[config.mk]
export PLATFORM = sky130hd
export DESIGN_NAME = tni_queue
export DESIGN_NICKNAME = d
export VERILOG_FILES = /design/src/tni_queue.sv
export SDC_FILE = /design/constraint.sdc
export NUM_CORES = 1
export LEC_CHECK = 0
export BUFFER_PORTS_ARGS = -buffer_cell sky130_fd_sc_hd__buf_2
export CORE_AREA = 2 2 75 131
export DETAILED_ROUTE_END_ITERATION = 6
export DIE_AREA = 0 0 77 133
export GPL_TIMING_DRIVEN = 0
export PLACE_DENSITY_LB_ADDON = 0.1
export SLEW_MARGIN = 10
export SYNTH_ARGS = -nofsm -noshare
export SYNTH_HDL_FRONTEND = slang
export SYNTH_SLANG_ARGS = --single-unit
[constraint.sdc]
create_clock -name clk_i -period 3.38 [get_ports clk_i]
set_clock_uncertainty 0.1 [all_clocks]
set_input_delay 0.338 -clock clk_i [delete_from_list [all_inputs] [get_ports clk_i]]
set_output_delay 0.338 -clock clk_i [all_outputs]
set_load 0.005 [all_outputs]
[src/tni_queue.sv]
`timescale 1ns / 1ps
`default_nettype none
module tni_queue #(
  parameter int unsigned WIDTH = 8,
  parameter int unsigned DEPTH = 8
) (
  input  logic                           clk_i,
  input  logic                           rst_ni,
  input  logic                           push_i,
  input  logic [WIDTH-1:0]               data_i,
  input  logic                           pop_i,
  output logic [WIDTH-1:0]               data_o,
  output logic                           empty_o,
  output logic [$clog2(DEPTH+1)-1:0]     count_o
);

  localparam int unsigned AW = (DEPTH > 1) ? $clog2(DEPTH) : 1;
  localparam int unsigned CW = $clog2(DEPTH + 1);

  logic [WIDTH-1:0] mem_q [DEPTH];
  logic [AW-1:0]    wr_q, wr_d, rd_q, rd_d;
  logic [CW-1:0]    cnt_q, cnt_d;
  logic             do_pop;

  assign do_pop = pop_i && (cnt_q != '0);

  always_comb begin
    wr_d  = wr_q;
    rd_d  = rd_q;
    cnt_d = cnt_q;
    if (push_i) begin
      wr_d = (wr_q == AW'(DEPTH - 1)) ? '0 : wr_q + AW'(1);
    end
    if (do_pop) begin
      rd_d = (rd_q == AW'(DEPTH - 1)) ? '0 : rd_q + AW'(1);
    end
    if (push_i && !do_pop) begin
      cnt_d = cnt_q + CW'(1);
    end else if (!push_i && do_pop) begin
      cnt_d = cnt_q - CW'(1);
    end
  end

  always_ff @(posedge clk_i or negedge rst_ni) begin
    if (!rst_ni) begin
      wr_q  <= '0;
      rd_q  <= '0;
      cnt_q <= '0;
    end else begin
      wr_q  <= wr_d;
      rd_q  <= rd_d;
      cnt_q <= cnt_d;
    end
  end

  always_ff @(posedge clk_i) begin
    if (push_i) begin
      mem_q[wr_q] <= data_i;
    end
  end

  assign data_o  = mem_q[rd_q];
  assign empty_o = (cnt_q == '0);
  assign count_o = cnt_q;

endmodule
`default_nettype wire

* Word-level counts from Yosys, hierarchy flattened
Memories as Yosys holds them, arrays and structs flattened.
Cells that the tools add are included.
** Storage, ports and cells
- Memories kept :: 1
- Bits in registers :: 10
- Logic and storage cells :: 24
- Bits in writable memories :: 64
** Operators by class
- Equal/unequal tests :: 2
- Multiplexer cells :: 6
- Reductions and logical operators :: 8
- Add/subtract/negate cells :: 4
** Memories
- mem_q :: words 8, width 8, read ports 1, clocked after memory_dff 0, write ports 1, RTL line 20 : logic [WIDTH-1:0] mem_q [DEPTH];
** Operators by type and width (count)
- $mux 4 :: 2
- $add 3x1->3 const B :: 2
- $eq 3x3->1 const B :: 2
- $mux 3 :: 2
- $add 4x1->4 const B :: 1
- $logic_not 4->1 :: 1
- $reduce_bool 4->1 :: 1
- $sub 4x1->4 const B :: 1
- $logic_and 1x1->1 :: 3
- $logic_not 1->1 :: 2
- $mux 1 :: 2
- $reduce_bool 2->1 :: 1

* Depth between registers and ports, before layout
Gate-level depths: netlist of run 1.
- Depth after elaboration :: 5
- Depth in mapped cells :: 7
- Mapped depth without buffers :: 7

* Least setup slack after synthesis of run 1
Ideal clock, no wire load.
- Path kind :: reg-to-reg
- Start :: register cnt_q[0] (netlist: count_o[0])
- End :: register cnt_q[3] (netlist: count_o[3])
- Arrival :: 2351 ps
- Stages on the path, launching flop included :: 8
- Period minus slack after synthesis :: 2582 ps
- Setup slack :: 798 ps
- Data required time :: 3149 ps
- Path buffers :: 0
- Cells stage by stage :: dfrtp_1 o41ai_4 ha_1 inv_1 ha_1 or4_1 o211ai_1 o211ai_1
** On the way
- Cells in the longest elaborated chain, start to end :: 5
- Elaborated cells between the ends (all ways) :: 10
** Ends and longest elaborated chain
- from (decl) :: RTL line 22 : logic [CW-1:0] cnt_q, cnt_d;
- from (signal assigned) :: RTL line 52 : cnt_q <= cnt_d;
- parallel branches: the longest is 5 deep, another holds $sub 4x1->4
Parallel ways; which one is timed is not known. The select of a mux whose other input is x is not followed.
A chain may end at the register's enable or synchronous reset.

* Final worst setup path of run 1
Ends and elaborated chain as after synthesis.

==> qor.txt, run 1 <==
outcome: complete, no violations
critical path type: flip-flop to flip-flop
syn avg cell area: 19.86 um2
hold buffer count at CTS: 1
first-pass GRT wire length: 9.591 mm
clk buf depth: 2
height of the die: 133 um
core area: 9291 um2
GRT Total Usage: 0.1333
final setup TNS: 0 ns
Synth-to-Final Area Change: 19.34%
post-synth cell types: 31
largest cells by area after synthesis: edfxtp_1 61%, dfrtp_1 8.0%, mux4_1 6.7%, mux4_2 5.7%, mux2_4 3.8%
Worst Setup End Kind: flip-flop
Worst EP arrival: 2.99 ns
Fill cells: 906
reg2reg setup slack: 0.50 ns
R2R cell count: 7
clk sinks: 74
Worst Tran Pin Value: 1.068 ns
Max Freq: 346.6 MHz
total die area: 10240 um2
CP max-delay cell: o41ai_4
Final Cycle Share: 0.8535
Final ANT Viol Nets: 0
critical path required time: 3.48 ns
GR Overflow Total: 0
non-filler cells in the finished layout: 323
Post-synth EDFFs: 64
Syn Std Cell Area: 3138 um2
register area: 2172 um2
Ys Warns: 0
max cap viols: 0
Clock Latency Late Sink: 0.33 ns
Final setup viols: 0
Core Util, Final: 0.4030
n_diodes: 0
critical-path cell list: o41ai_4, ha_1, inv_1, ha_1, or4_1, o211ai_1, o211ai_1
placed inst area: 3436 um2
critical path's top delay family: compound AO/OA/AOI/OAI gates
Multi-input gate area: 920.9 um2
Top FF cell, synth: edfxtp_1
starting density of the core: 0.3377
Routed wire per std cell: 19.11 um
placed cell count: 306
detailed placer's ending HPWL: 4.164 mm
Slew headroom: 0.2851
worst hold margin: 0.1712 ns
layout cells sized above 1: 0.3284
final hold violation count: 0
post-synthesis net count: 178
vias: 1558
Post-synth top cells: 64 x edfxtp_1, 10 x dfrtp_1, 8 x mux2_4, 8 x mux4_1, 8 x mux4_2
drt first-iter violations: 117
area leader, netlist: edfxtp_1
DRC violations left: 0
Reg clk slew, reported paths: 0.05 ns
H-tree levels: 3
Synth top area share: 0.6124
clock root buffer master: clkbuf_16
design area: 3745 um2
Hold Path Depth: 1
RSZ-0062 raised after global routing: false
RePlAce Congestion: 0.7103
Mapped Cells: 158
CTS Buf Count: 9
# rows: 47
Worst VDD drop: 341.8 uV
LEAKAGE: 1.345 nW
Layout Nets: 216
number of synthesized register bits: 74
IO Pins: 25
post-cts sizing count: 0
Die X: 77 um
sequential share of the synthesized area: 0.6922
number of buffers and inverters on the critical path: 1
vias in the first global route: 1686
most numerous cell in the Yosys netlist: edfxtp_1
Hold Path Class: input port to flip-flop
final wirelength: 6.174 mm
Worst setup SP type: flip-flop
asr flop ratio synth: 0.1351
DRT Pass-1 Iters: 4
Max Fanout on Critical Path: 7
instance count on the critical path: 7
Post-CTS Setup Bufs: 0
CP peak stage delay: 0.54 ns
minimum clock period: 2.885 ns
largest net degree at the start of global routing: 12
antenna violations before repair: 0
Vias per Instance: 4.824
Buffers on Ports: 24
Max Slew Vio Count: 0
power per cell area: 880.4 nW/um2
CTS tree: done
through the flow:
step	setup WS, ns	power [mW]
final	0.4952	3.297
after global routing	0.3284	3.488
after CTS	0.4959	3.359
after detailed placement	0.5082	2.409
after global placement	0.6252	2.337
after floorplan	0.7980	2.036
path summary, 6_finish.rpt:
kind / endpoint / start
max in group asynchronous: rd_q[0] / rst_ni
hold reg to reg: wr_q[2] / wr_q[2]
setup / recovery: count_o[3] / count_o[0]
setup reg to reg: count_o[3] / count_o[0]
min in group asynchronous: wr_q[2] / rst_ni
hold / removal: mem_q[7][5] / data_i[5]
where the power goes:
group | total (mW) | internal, mW | switching (mW)
registers | 1.29 | 1.17 | 0.121
logic | 1.06 | 0.570 | 0.488
clock network | 0.944 | 0.611 | 0.334
state kept, by name, summed over array words and instances, names as in the netlist:
name     cells
mem_q       64
wr_q         3
rd_q         3
count_o      4
cell type report:
class / instances / share of cell area
Clock buffer: 14 / 0.07050
Buffer: 6 / 0.01270
Sequential cell: 74 / 0.5800
Timing Repair Buffer: 27 / 0.03876
Tap cell: 122 / 0.04076
Inverter: 2 / 0.002005
Clock inverter: 2 / 0.009355
Multi-Input combinational cell: 76 / 0.2459
metal layers:
metal | wire [um] | part of all wire | vias to the layer above | GRT usage
met5 | 0 | 0 | - | 0
met4 | 163 | 0.026 | 0 | 0.06746
met3 | 178 | 0.029 | 14 | 0.03342
li1 | - | - | 719 | -
met1 | 2323 | 0.38 | 796 | 0.1420
met2 | 3507 | 0.57 | 29 | 0.2407
cells in the final DEF, fill, tap and decap left out, drive strengths merged:
cell and count:
nor2 7, o211ai 2, buf 30, ha 7
nand2 6, a21o 1, nand2b 3, nand3 2
edfxtp 64, clkbuf 16, nand3b 2, dlygate4sd3 1
or3 1, mux2 12, o21ai 3, bufinv 1
inv 2, fa 1, dfrtp 10, o41ai 1
mux2i 1, xnor2 2, or4 1, a2111o 1
clkinv 1, nor3 4, a21oi 2, nor4 1
mux4 16
worst reg2reg max path: cells and delay by family (launching register included):
family | cells | cell delay (ns)
AOI/OAI and AO/OA | 3 | 0.78
DFF | 1 | 0.50
buffers and inverters | 1 | 0.14
and+or+nand+nor | 1 | 0.52
adders and majority gates | 2 | 0.72
logic make-up (layout without fill, tap and decap cells):
logic type | count (synthesis) | after routing | share of synthesized area
buffers and inverters | 8 | 51 | 0.01754
xor gates and xnor gates | 2 | 2 | 0.005583
adders and majority gates | 8 | 8 | 0.03429
DFF | 74 | 74 | 0.6922
AOI/OAI and AO/OA | 10 | 10 | 0.02791
and+or+nand+nor | 27 | 27 | 0.04227
muxes | 29 | 29 | 0.1802
(Power assumes the default switching activity.)
==> run 2: changes to the inputs <==
--- a/config.mk
+++ b/config.mk
@@ -6,9 +6,9 @@
 export NUM_CORES = 1
 export LEC_CHECK = 0
 export BUFFER_PORTS_ARGS = -buffer_cell sky130_fd_sc_hd__buf_2
-export CORE_AREA = 2 2 75 131
+export CORE_AREA = 2 2 59 102
 export DETAILED_ROUTE_END_ITERATION = 6
-export DIE_AREA = 0 0 77 133
+export DIE_AREA = 0 0 61 104
 export GPL_TIMING_DRIVEN = 0
 export PLACE_DENSITY_LB_ADDON = 0.1
 export SLEW_MARGIN = 10
==> run 2 against run 1 <==
Utilization up 24 points; non-clock buffer count down 2; power is 11% lower; worst hold slack worse by 0.016 ns; clock power shrank 39%; critical path depth did not move; largest power group unchanged; critical endpoint unchanged; final cell count down 15%; sequential share of layout area increased by 3.3 points; clock-buffer cell count down 5; worst setup slack lost 0.059 ns; register-to-register slack worse by 0.06 ns.
==> qor.txt, run 2 (synthesis gave the netlist of run 1 again) <==
Vias per Instance: 5.782 (+20%)
number of buffers and inverters on the critical path: 1 (unchanged)
most frequent cells in the layout: 64 x edfxtp_1, 25 x buf_2, 10 x dfrtp_1
commonest non-fill, non-tap cell in the layout: edfxtp_1
placed cell count: 258 (-16%)
IO Pins: 25 (unchanged)
vias: 1590 (+2.1%)
clock root buffer master: clkbuf_8
LEAKAGE: 1.269 nW (-5.7%)
critical path's top delay family: compound AO/OA/AOI/OAI gates
RSZ-0062 raised after global routing: false
GRT Total Usage: 0.2042 (+0.07087)
Routed wire per std cell: 20.32 um (+6.3%)
first-pass GRT wire length: 8.694 mm (-9.4%)
Worst EP arrival: 3.06 ns (+0.07 ns)
Final setup viols: 0 (unchanged)
critical-path cell list: o41ai_4, ha_1, inv_1, ha_1, or4_1, o211ai_1, o211ai_1
Max Freq: 339.7 MHz (-2.0%)
Final Cycle Share: 0.8709 (+0.01736)
total die area: 6344 um2 (-38%)
outcome: complete, no violations
drt first-iter violations: 60 (-49%)
n_diodes: 0 (unchanged)
detailed placer's ending HPWL: 3.790 mm (-9.0%)
# rows: 36 (-23%)
antenna violations before repair: 0 (unchanged)
Max Fanout on Critical Path: 7 (unchanged)
CP peak stage delay: 0.55 ns (about the same)
largest net degree at the start of global routing: 14 (+2)
Worst VDD drop: 414.2 uV (+21%)
final hold violation count: 0 (unchanged)
clk buf depth: 2 (unchanged)
register with the most flip-flops: mem_q
DRC violations left: 0 (unchanged)
Max Slew Vio Count: 0 (unchanged)
RePlAce Congestion: 0.6903 (-2.8%)
Worst Setup End Kind: flip-flop
Worst setup SP type: flip-flop
Buffers on Ports: 24 (unchanged)
CTS tree: done
Die X: 61 um (-21%)
Hold Path Class: input port to flip-flop
critical path required time: 3.49 ns (about the same)
layout cells sized above 1: 0.3367 (+0.008325)
Worst Tran Pin Value: 0.9594 ns (-0.1089 ns)
max FFs per register: 64 (unchanged)
GR Overflow Total: 0 (unchanged)
Clock Latency Late Sink: 0.34 ns (about the same)
critical path type: flip-flop to flip-flop
Slew headroom: 0.3580 (+0.07289)
non-filler cells in the finished layout: 275 (-15%)
CTS Buf Count: 9 (unchanged)
core area: 5540 um2 (-40%)
minimum clock period: 2.943 ns (+0.05867 ns)
CP max-delay cell: o41ai_4
Layout Nets: 214 (-0.93%)
Synth-to-Final Area Change: 12.92%
max cap viols: 0 (unchanged)
Final ANT Viol Nets: 0 (unchanged)
Reg clk slew, reported paths: 0.08 ns (+0.03 ns)
H-tree levels: 3 (unchanged)
final wirelength: 5.589 mm (-9.5%)
Core Util, Final: 0.6396 (+0.2365)
final setup TNS: 0 ns (unchanged)
power per cell area: 825.6 nW/um2 (-6.2%)
vias in the first global route: 1736 (+3.0%)
height of the die: 104 um (-22%)
starting density of the core: 0.5664 (+0.2287)
clk sinks: 74 (unchanged)
DRT Pass-1 Iters: 4 (unchanged)
==> run 2: changes by cell type in the layout (fill, tap and decap cells not counted) <==
cell        previous run  this run
buf_4                  2         0
clkinv_2               1         3
bufinv_16              1         0
clkbuf_8               2         9
clkbuf_16              9         0
clkinv_4               0         1
clkinvlp_4             0         3
clkbuf_1               5         2
==> run 2: per-stage QoR <==
| stage | hold WS (ns) | cell area, um2 | worst slack (ns) | total power [mW] |
|---|---|---|---|---|
| 6_report | 0.1549 | 3543 | 0.4365 | 2.925 |
| 3_5_place_dp | 0.1161 | 3363 | 0.4573 | 2.386 |
| 3_3_place_gp | 0.1071 | 3353 | 0.6543 | 2.300 |
| 4_1_cts | 0.1490 | 3543 | 0.4347 | 2.956 |
| 5_1_grt | 0.1527 | 3543 | 0.2804 | 3.104 |
| 2_1_floorplan | -0.05759 | 3138 | 0.7980 | 2.036 |
==> run 2: worst paths after layout <==
kind,slack [ns],end,cells past startpoint,startpoint
setup / recovery,0.44,count_o[3],7,count_o[0]
hold / removal,0.15,mem_q[7][4],1,data_i[4]
setup reg to reg,0.44,count_o[3],7,count_o[0]
hold reg to reg,0.48,wr_q[2],1,wr_q[2]
max in group asynchronous,2.67,count_o[2],2,rst_ni
min in group asynchronous,0.31,wr_q[0],2,rst_ni
==> run 2: what timing repair did <==
| action | in CTS | in global routing |
|---|---|---|
| gates resized for setup | 0 | 0 |
| hold endpoints to repair | 10 | 0 |
| hold buffers | 1 | 0 |
| buffers inserted | 0 | 0 |
==> run 2: per-layer routing <==
metal  wire length, um  global-route usage  vias up
met4               244              0.1258        0
met2              3154              0.3449       46
met5                 0                   0        -
li1                  -                   -      717
met3               192             0.05597       22
met1              1998              0.2113      805
==> run 2: power breakdown <==
group	total, mW	switching (mW)	internal (mW)
Clock	0.579	0.317	0.263
Sequential	1.29	0.123	1.17
Combinational	1.05	0.486	0.565
==> run 2: layout make-up <==
cell class / count / area, um2
Sequential cell: 74 / 2172
Fill cell: 419 / 1997
Multi-Input combinational cell: 76 / 920.9
Timing Repair Buffer: 25 / 130.1
Clock buffer: 9 / 123.9
Tap cell: 76 / 95.09
Buffer: 6 / 47.55
Clock inverter: 7 / 46.29
Inverter: 2 / 7.507
